### config.mk
export PLATFORM = sky130hd
export DESIGN_NAME = r2fft_bfly
export DESIGN_NICKNAME = d
export VERILOG_FILES = /design/src/r2fft_pkg.sv /design/src/r2fft_bfly.sv
export SDC_FILE = /design/constraint.sdc
export NUM_CORES = 2
export LEC_CHECK = 0
export BUFFER_PORTS_ARGS = -buffer_cell sky130_fd_sc_hd__buf_4
export CELL_PAD_IN_SITES_DETAIL_PLACEMENT = 0
export CELL_PAD_IN_SITES_GLOBAL_PLACEMENT = 1
export CORE_MARGIN = 2
export CORE_UTILIZATION = 40
export CTS_CLUSTER_SIZE = 14
export DETAILED_ROUTE_END_ITERATION = 10
export PLACE_DENSITY_LB_ADDON = 0.08
export SYNTH_ARGS = -nofsm -noshare
export SYNTH_HDL_FRONTEND = slang
export SYNTH_SLANG_ARGS = --single-unit
export TNS_END_PERCENT = 10
### constraint.sdc
create_clock -name clk -period 24.5 [get_ports clk]
set_input_delay 4.9 -clock clk [delete_from_list [all_inputs] [get_ports clk]]
set_output_delay 4.9 -clock clk [all_outputs]
set_load 0.01 [all_outputs]
### src/r2fft_pkg.sv
// shared constants, types and twiddle table for the radix-2 fft block
package r2fft_pkg;

  localparam int MaxPoints = 64;
  localparam int SampleW = 16;
  localparam int PointW = 23;
  localparam int TwW = 17;
  localparam int CfgIdxW = 1;
  localparam int CfgDataW = 3;

  localparam logic [CfgIdxW-1:0] RegLog2Size = 1'd0;
  localparam logic [CfgIdxW-1:0] RegInverse = 1'd1;

  localparam logic signed [PointW-1:0] PointMax = 23'sh3fffff;
  localparam logic signed [PointW-1:0] PointMin = -23'sh400000;

  typedef logic signed [PointW-1:0] point_t;
  typedef logic signed [TwW-1:0] tw_t;

  function automatic logic [16:0] quarter_cos(input logic [4:0] m);
    logic [16:0] v;
    case (m)
      5'd0: v = 17'd32768;
      5'd1: v = 17'd32610;
      5'd2: v = 17'd32138;
      5'd3: v = 17'd31357;
      5'd4: v = 17'd30274;
      5'd5: v = 17'd28899;
      5'd6: v = 17'd27246;
      5'd7: v = 17'd25330;
      5'd8: v = 17'd23170;
      5'd9: v = 17'd20788;
      5'd10: v = 17'd18205;
      5'd11: v = 17'd15447;
      5'd12: v = 17'd12540;
      5'd13: v = 17'd9512;
      5'd14: v = 17'd6393;
      5'd15: v = 17'd3212;
      default: v = 17'd0;
    endcase
    return v;
  endfunction

  // twiddle exp(-2 pi i m / 64) for m in 0..31
  function automatic void twiddle(input logic [4:0] m, output tw_t wr, output tw_t wi);
    logic [16:0] c;
    logic [16:0] s;
    if (m <= 5'd16) begin
      c = quarter_cos(m);
      s = quarter_cos(5'(5'd16 - m));
      wr = tw_t'(c);
    end else begin
      c = quarter_cos(5'(6'd32 - {1'b0, m}));
      s = quarter_cos(5'(m - 5'd16));
      wr = -tw_t'(c);
    end
    wi = -tw_t'(s);
  endfunction

  function automatic point_t sat(input logic signed [PointW+1:0] v);
    point_t r;
    if (v > (PointW+2)'(PointMax)) r = PointMax;
    else if (v < (PointW+2)'(PointMin)) r = PointMin;
    else r = v[PointW-1:0];
    return r;
  endfunction

endpackage

### src/r2fft_bfly.sv
// pipelined complex butterfly unit with rounded twiddle products
module r2fft_bfly (
  input  logic                   clk,
  input  logic                   in_valid,
  input  r2fft_pkg::point_t      ar,
  input  r2fft_pkg::point_t      ai,
  input  r2fft_pkg::point_t      br,
  input  r2fft_pkg::point_t      bi,
  input  r2fft_pkg::tw_t         wr,
  input  r2fft_pkg::tw_t         wi,
  output logic                   out_valid,
  output r2fft_pkg::point_t      pr,
  output r2fft_pkg::point_t      pi,
  output r2fft_pkg::point_t      qr,
  output r2fft_pkg::point_t      qi
);
  logic signed [39:0] m_rr, m_ii, m_ir, m_ri;
  r2fft_pkg::point_t  ar1, ai1;
  logic               v1;
  logic signed [41:0] sr, si;
  logic signed [26:0] tr, ti;

  always_ff @(posedge clk) begin
    m_rr <= br * wr;
    m_ii <= bi * wi;
    m_ir <= bi * wr;
    m_ri <= br * wi;
    ar1 <= ar;
    ai1 <= ai;
  end

  always_comb begin
    sr = 42'(m_rr) - 42'(m_ii) + 42'sd16384;
    si = 42'(m_ir) + 42'(m_ri) + 42'sd16384;
    tr = 27'(sr >>> 15);
    ti = 27'(si >>> 15);
  end

  always_ff @(posedge clk) begin
    pr <= r2fft_pkg::sat(25'(27'(ar1) + tr));
    pi <= r2fft_pkg::sat(25'(27'(ai1) + ti));
    qr <= r2fft_pkg::sat(25'(27'(ar1) - tr));
    qi <= r2fft_pkg::sat(25'(27'(ai1) - ti));
  end

  always_ff @(posedge clk) begin
    v1 <= in_valid;
    out_valid <= v1;
  end
endmodule

# ---- After elaboration in Yosys (flattened, before gate mapping)
# Index checks and enable logic that the tools add are counted.
dict set report word_totals {
  memories 0
  ramBits 0
  regBits 300
  romBits 0
  latchBits 0
  word_cells 36
}
dict set report classes {
  n_mul 4
  n_bitwise 0
  shifts 0
  n_div 0
  n_eq_ne 0
  order_cmp 8
  n_reduce_logical 0
  addsub 8
  n_mux 4
}
# op n
set op_table {}
lappend op_table {{23-bit by 17-bit multiplier with 40-bit output} 4}
lappend op_table {{25-bit by 23-bit greater-than comparator with 1-bit output (second input constant)} 4}
lappend op_table {{25-bit by 23-bit less-than comparator with 1-bit output (second input constant)} 4}
lappend op_table {{23-bit two-way mux} 4}
lappend op_table {{40-bit by 16-bit adder with 40-bit output (second input constant)} 2}
lappend op_table {{23-bit by 25-bit adder with 25-bit output} 2}
lappend op_table {{23-bit by 25-bit subtractor with 25-bit output} 2}
lappend op_table {{40-bit adder} 1}
lappend op_table {{40-bit subtractor} 1}

# ---- Logic depth before layout (Yosys ltp)
dict set report depth {
  word_depth 5
  depth_mapped 30
  ltp_nobuf 28
}

# ---- Least setup slack after synthesis
# OpenSTA, ideal clock, no wires.
dict set report synth_path {
  path_type {input -> register}
  from {input port wi[2]}
  to {register m_ri[39]}
  t_required_ns 24.428
  cell_stages 27
  arrival_time_ns 11.617
  setup_slack_ns 12.810
  setup_time_ns 0.072
  path_cell_list {clkbuf_1 clkbuf_1 nand2_1 fa_1 inv_1 fa_1 inv_1 fa_1 inv_1 fa_1 fa_1 inv_1 fa_1 inv_1 ha_1 a21o_1 a21o_1 a21o_1 a211oi_1 a21oi_1 o41a_1 a221o_1 a21oi_1 o211ai_1 a211o_1 a21oi_1 xnor2_1}
}
dict set report synth_between {
  elab_chain_cells 1
}
# item line
set synth_lines {}
lappend synth_lines {{start, declared} r2fft_bfly.sv:10} ;# input r2fft_pkg::tw_t wi,
lappend synth_lines {{23-bit by 17-bit multiplier with 40-bit output} r2fft_bfly.sv:27} ;# m_ri <= br * wi;
lappend synth_lines {{end signal, assigned} r2fft_bfly.sv:27}
lappend synth_lines {{end, declared} r2fft_bfly.sv:17} ;# logic signed [39:0] m_rr, m_ii, m_ir, m_ri;
# No other way between the ends.
# A chain may end at the register's enable or synchronous reset.

# ---- Worst setup path after layout
# Same ends and word-level chain as after synthesis.

==> flow_metrics.py <==
metrics = {
    "cts": {
        "clk_path_buf_depth": 3,
        "clock_latency_ns": 0.64,
        "cts_buffers": 43,
        "cts_tree": "yes",
        "path_clk_slew_ns": 0.06,
        "htree_levels": 2,
        "cts_resized": 0,
        "cts_setup_buffers": 0,
        "root_buffer": "clkbuf_16",
        "postCtsHoldBufs": 0,
        "clock-sinks": 300,
    },
    "timing": {
        "hold_viol_final": 0,
        "report.final.slew_viol_count": 0,
        "finalSetupViolCount": 0,
        "relSlewSlack_pct": 10.3,
        "fin_crit_ns": 11.77,
        "rsz0062_at_grt": "false",
        "skew_ns": 0.0219,
        "tns_ns": 0,
        "post-route-period-util_pct": 48.1,
        "fmax_mhz": 84.9,
        "tightestPinTransition_ns": 1.34,
    },
    "critical_path": {
        "crit_fanout": 46,
        "critPathLaunch": "wi[2]",
        "path_class": "input port to flop",
        "start_kind": "input port",
        "crit_path_end_kind": "flop",
        "r2r_start": "m_ii[11]",
        "cp.arrival_ns": 12.28,
        "worst_ep_required_time_ns": 25.01,
    },
    "cells_and_area": {
        "num-fill-cells": 17600,
        "stdcell_area_sq_mm": 0.0757,
        "synthToLayoutAreaGrowth_pct": 6.96,
        "mostFrequentLayoutCells": "1783 x inv_1, 1548 x fa_1, 889 x nand2_1, 682 x and2_1, 644 x ha_1",
        "layout_commonest_cell": "inv_1",
        "layout.nets": 10000,
        "drive_gt1_share_pct": 4.39,
        "fin_util_pct": 43.0,
    },
    "die": {
        "io_pins": 221,
        "placementRows": 154,
        "coreArea_sq_mm": 0.176,
        "chipHeight_um": 425,
        "dieArea_sq_mm": 0.180,
        "start_util_pct": 40.2,
        "die_w_um": 425,
    },
    "synth": {
        "synth_top_flop_cell": "dfxtp_1",
        "synth-edff-count": 0,
        "yosysWarnings": 0,
        "netlist_instances": 7752,
        "avgSynthCellArea_sq_um": 9.13,
        "synth-seq-cells": 300,
        "synth_fp_nets": 10100,
        "yosysSeqAreaShare_pct": 8.48,
        "yosysUniqueCellTypes": 90,
        "netlist_area_sq_mm": 0.0708,
        "synthArstFlopShare_pct": 0,
    },
    "hold_path": {
        "min_from": "v1",
        "hp-class": "flop to flop",
    },
    "routing": {
        "route.detailed.drc": 1,
        "wl_met1_um": 90000,
        "top_layer_used": "met5",
        "routed-wl-met3_um": 8550,
        "ant_nets": 0,
        "wire_per_inst_um": 19.7,
        "routed_wl_um": 198000,
        "drt_iter0_drc": 2336,
        "viasPerCell": 4.93,
        "via_count": 49600,
        "drtPass1Iterations": 8,
        "met2_length_um": 95000,
    },
    "outcome": {
        "status": "finished, violations left",
        "violations": "DRC",
    },
    "placement": {
        "dpl-instance-area_sq_mm": 0.0741,
        "place.gp.congestion": 0.826,
        "place_hpwl_um": 155000,
        "port_buffers": 220,
    },
    "global_routing": {
        "grt_pass1_wl_um": 318000,
        "grt_pass1_vias": 55500,
        "grt_max_degree": 47,
        "grtUsageTotal_pct": 22.8,
        "grt_overflow": 0,
        "antenna_found_initial": 26,
    },
    "flow_run": {
        "cap_violations": 0,
    },
}
-- routing by layer --
layer | track usage (%) | vias up
li1 | - | 22900
met1 | 30.7 | 25600
met2 | 39.2 | 916
met3 | 2.66 | 228
met4 | 5.20 | 8
met5 | 0 | -
-- critical path: stages --
cell and delay, ns:
buf_4 0.49, nand2_1 0.18, fa_1 0.57, inv_1 0.05, fa_1 0.53, inv_1 0.06, fa_1 0.51, inv_1 0.06
fa_1 0.48, fa_1 0.49, inv_1 0.05, fa_1 0.47, inv_1 0.04, ha_1 0.33, a21o_1 0.20, a21o_1 0.17
a21o_1 0.19, a211oi_1 0.30, a21oi_1 0.20, o41a_1 0.51, a221o_1 0.46, a21oi_1 0.27, o211ai_1 0.17, a211o_1 0.32
a21oi_1 0.17, xnor2_1 0.08
-- synth_stat cells (all sizes together), types with 13 or more instances --
cell type / count / area (sq um)
inv: 1783 / 6690
fa: 1548 / 31000
nand2: 889 / 3340
and2: 682 / 4270
ha: 644 / 8060
clkbuf: 330 / 1240
dfxtp: 300 / 6010
xnor2: 252 / 2230
a21oi: 239 / 1200
nor2: 222 / 833
o21ai: 168 / 845
a21o: 117 / 878
nand2b: 60 / 378
xor2: 55 / 482
o21bai: 52 / 390
nor3: 44 / 236
nor2b: 42 / 263
nand3: 32 / 160
o21a: 27 / 203
and3: 18 / 113
nand4: 16 / 100
a211oi: 15 / 123
or3: 15 / 100
buf: 14 / 83.8
nor4: 13 / 103
-- layout make-up --
class	count	area (sq um)	share of cell area, %
Multi-Input combinational cell	5320	56700	74.9
Clock inverter	26	355	0.469
Tap cell	2340	2930	3.87
Sequential cell	300	6010	7.93
Inverter	1788	6730	8.88
Clock buffer	52	1190	1.57
Timing Repair Buffer	231	1730	2.29
Antenna cell	16	40.0	0.0529
-- cell families after synthesis --
logic type | share of synthesized area, %
fa+ha+maj | 55.2
buf+inv | 11.4
simple gates | 14.3
compound gates | 6.82
xor+xnor | 3.82
flops | 8.48
mux | 0.0636
-- per-stage QoR --
stage | instances | hold slack, ns | setup WS [ns]
CTS | 10100 | 0.329 | 12.80
global placement | 9979 | 0.311 | 12.10
detailed placement | 9979 | 0.313 | 12.07
floorplan | 7752 | 0.310 | 12.81
global route | 10100 | 0.342 | 12.39
finish | 10100 | 0.325 | 12.73
-- flip-flops by register name, indices dropped and copies added (netlist names) --
signal	count
m_ri	40
qr	23
out_valid	1
m_ir	40
v1	1
m_rr	40
ai1	23
m_ii	40
pi	23
pr	23
qi	23
ar1	23
-- worst paths after layout --
check / slack (ns) / cells past startpoint / end
min reg2reg: 0.33 / 0 / out_valid
max reg2reg: 16.04 / 24 / qr[0]
max: 12.73 / 26 / m_ri[39]
min: 0.33 / 0 / out_valid
Power is not shown: default switching activity piles up to over one toggle a cycle in this logic, so the estimate is an artifact.
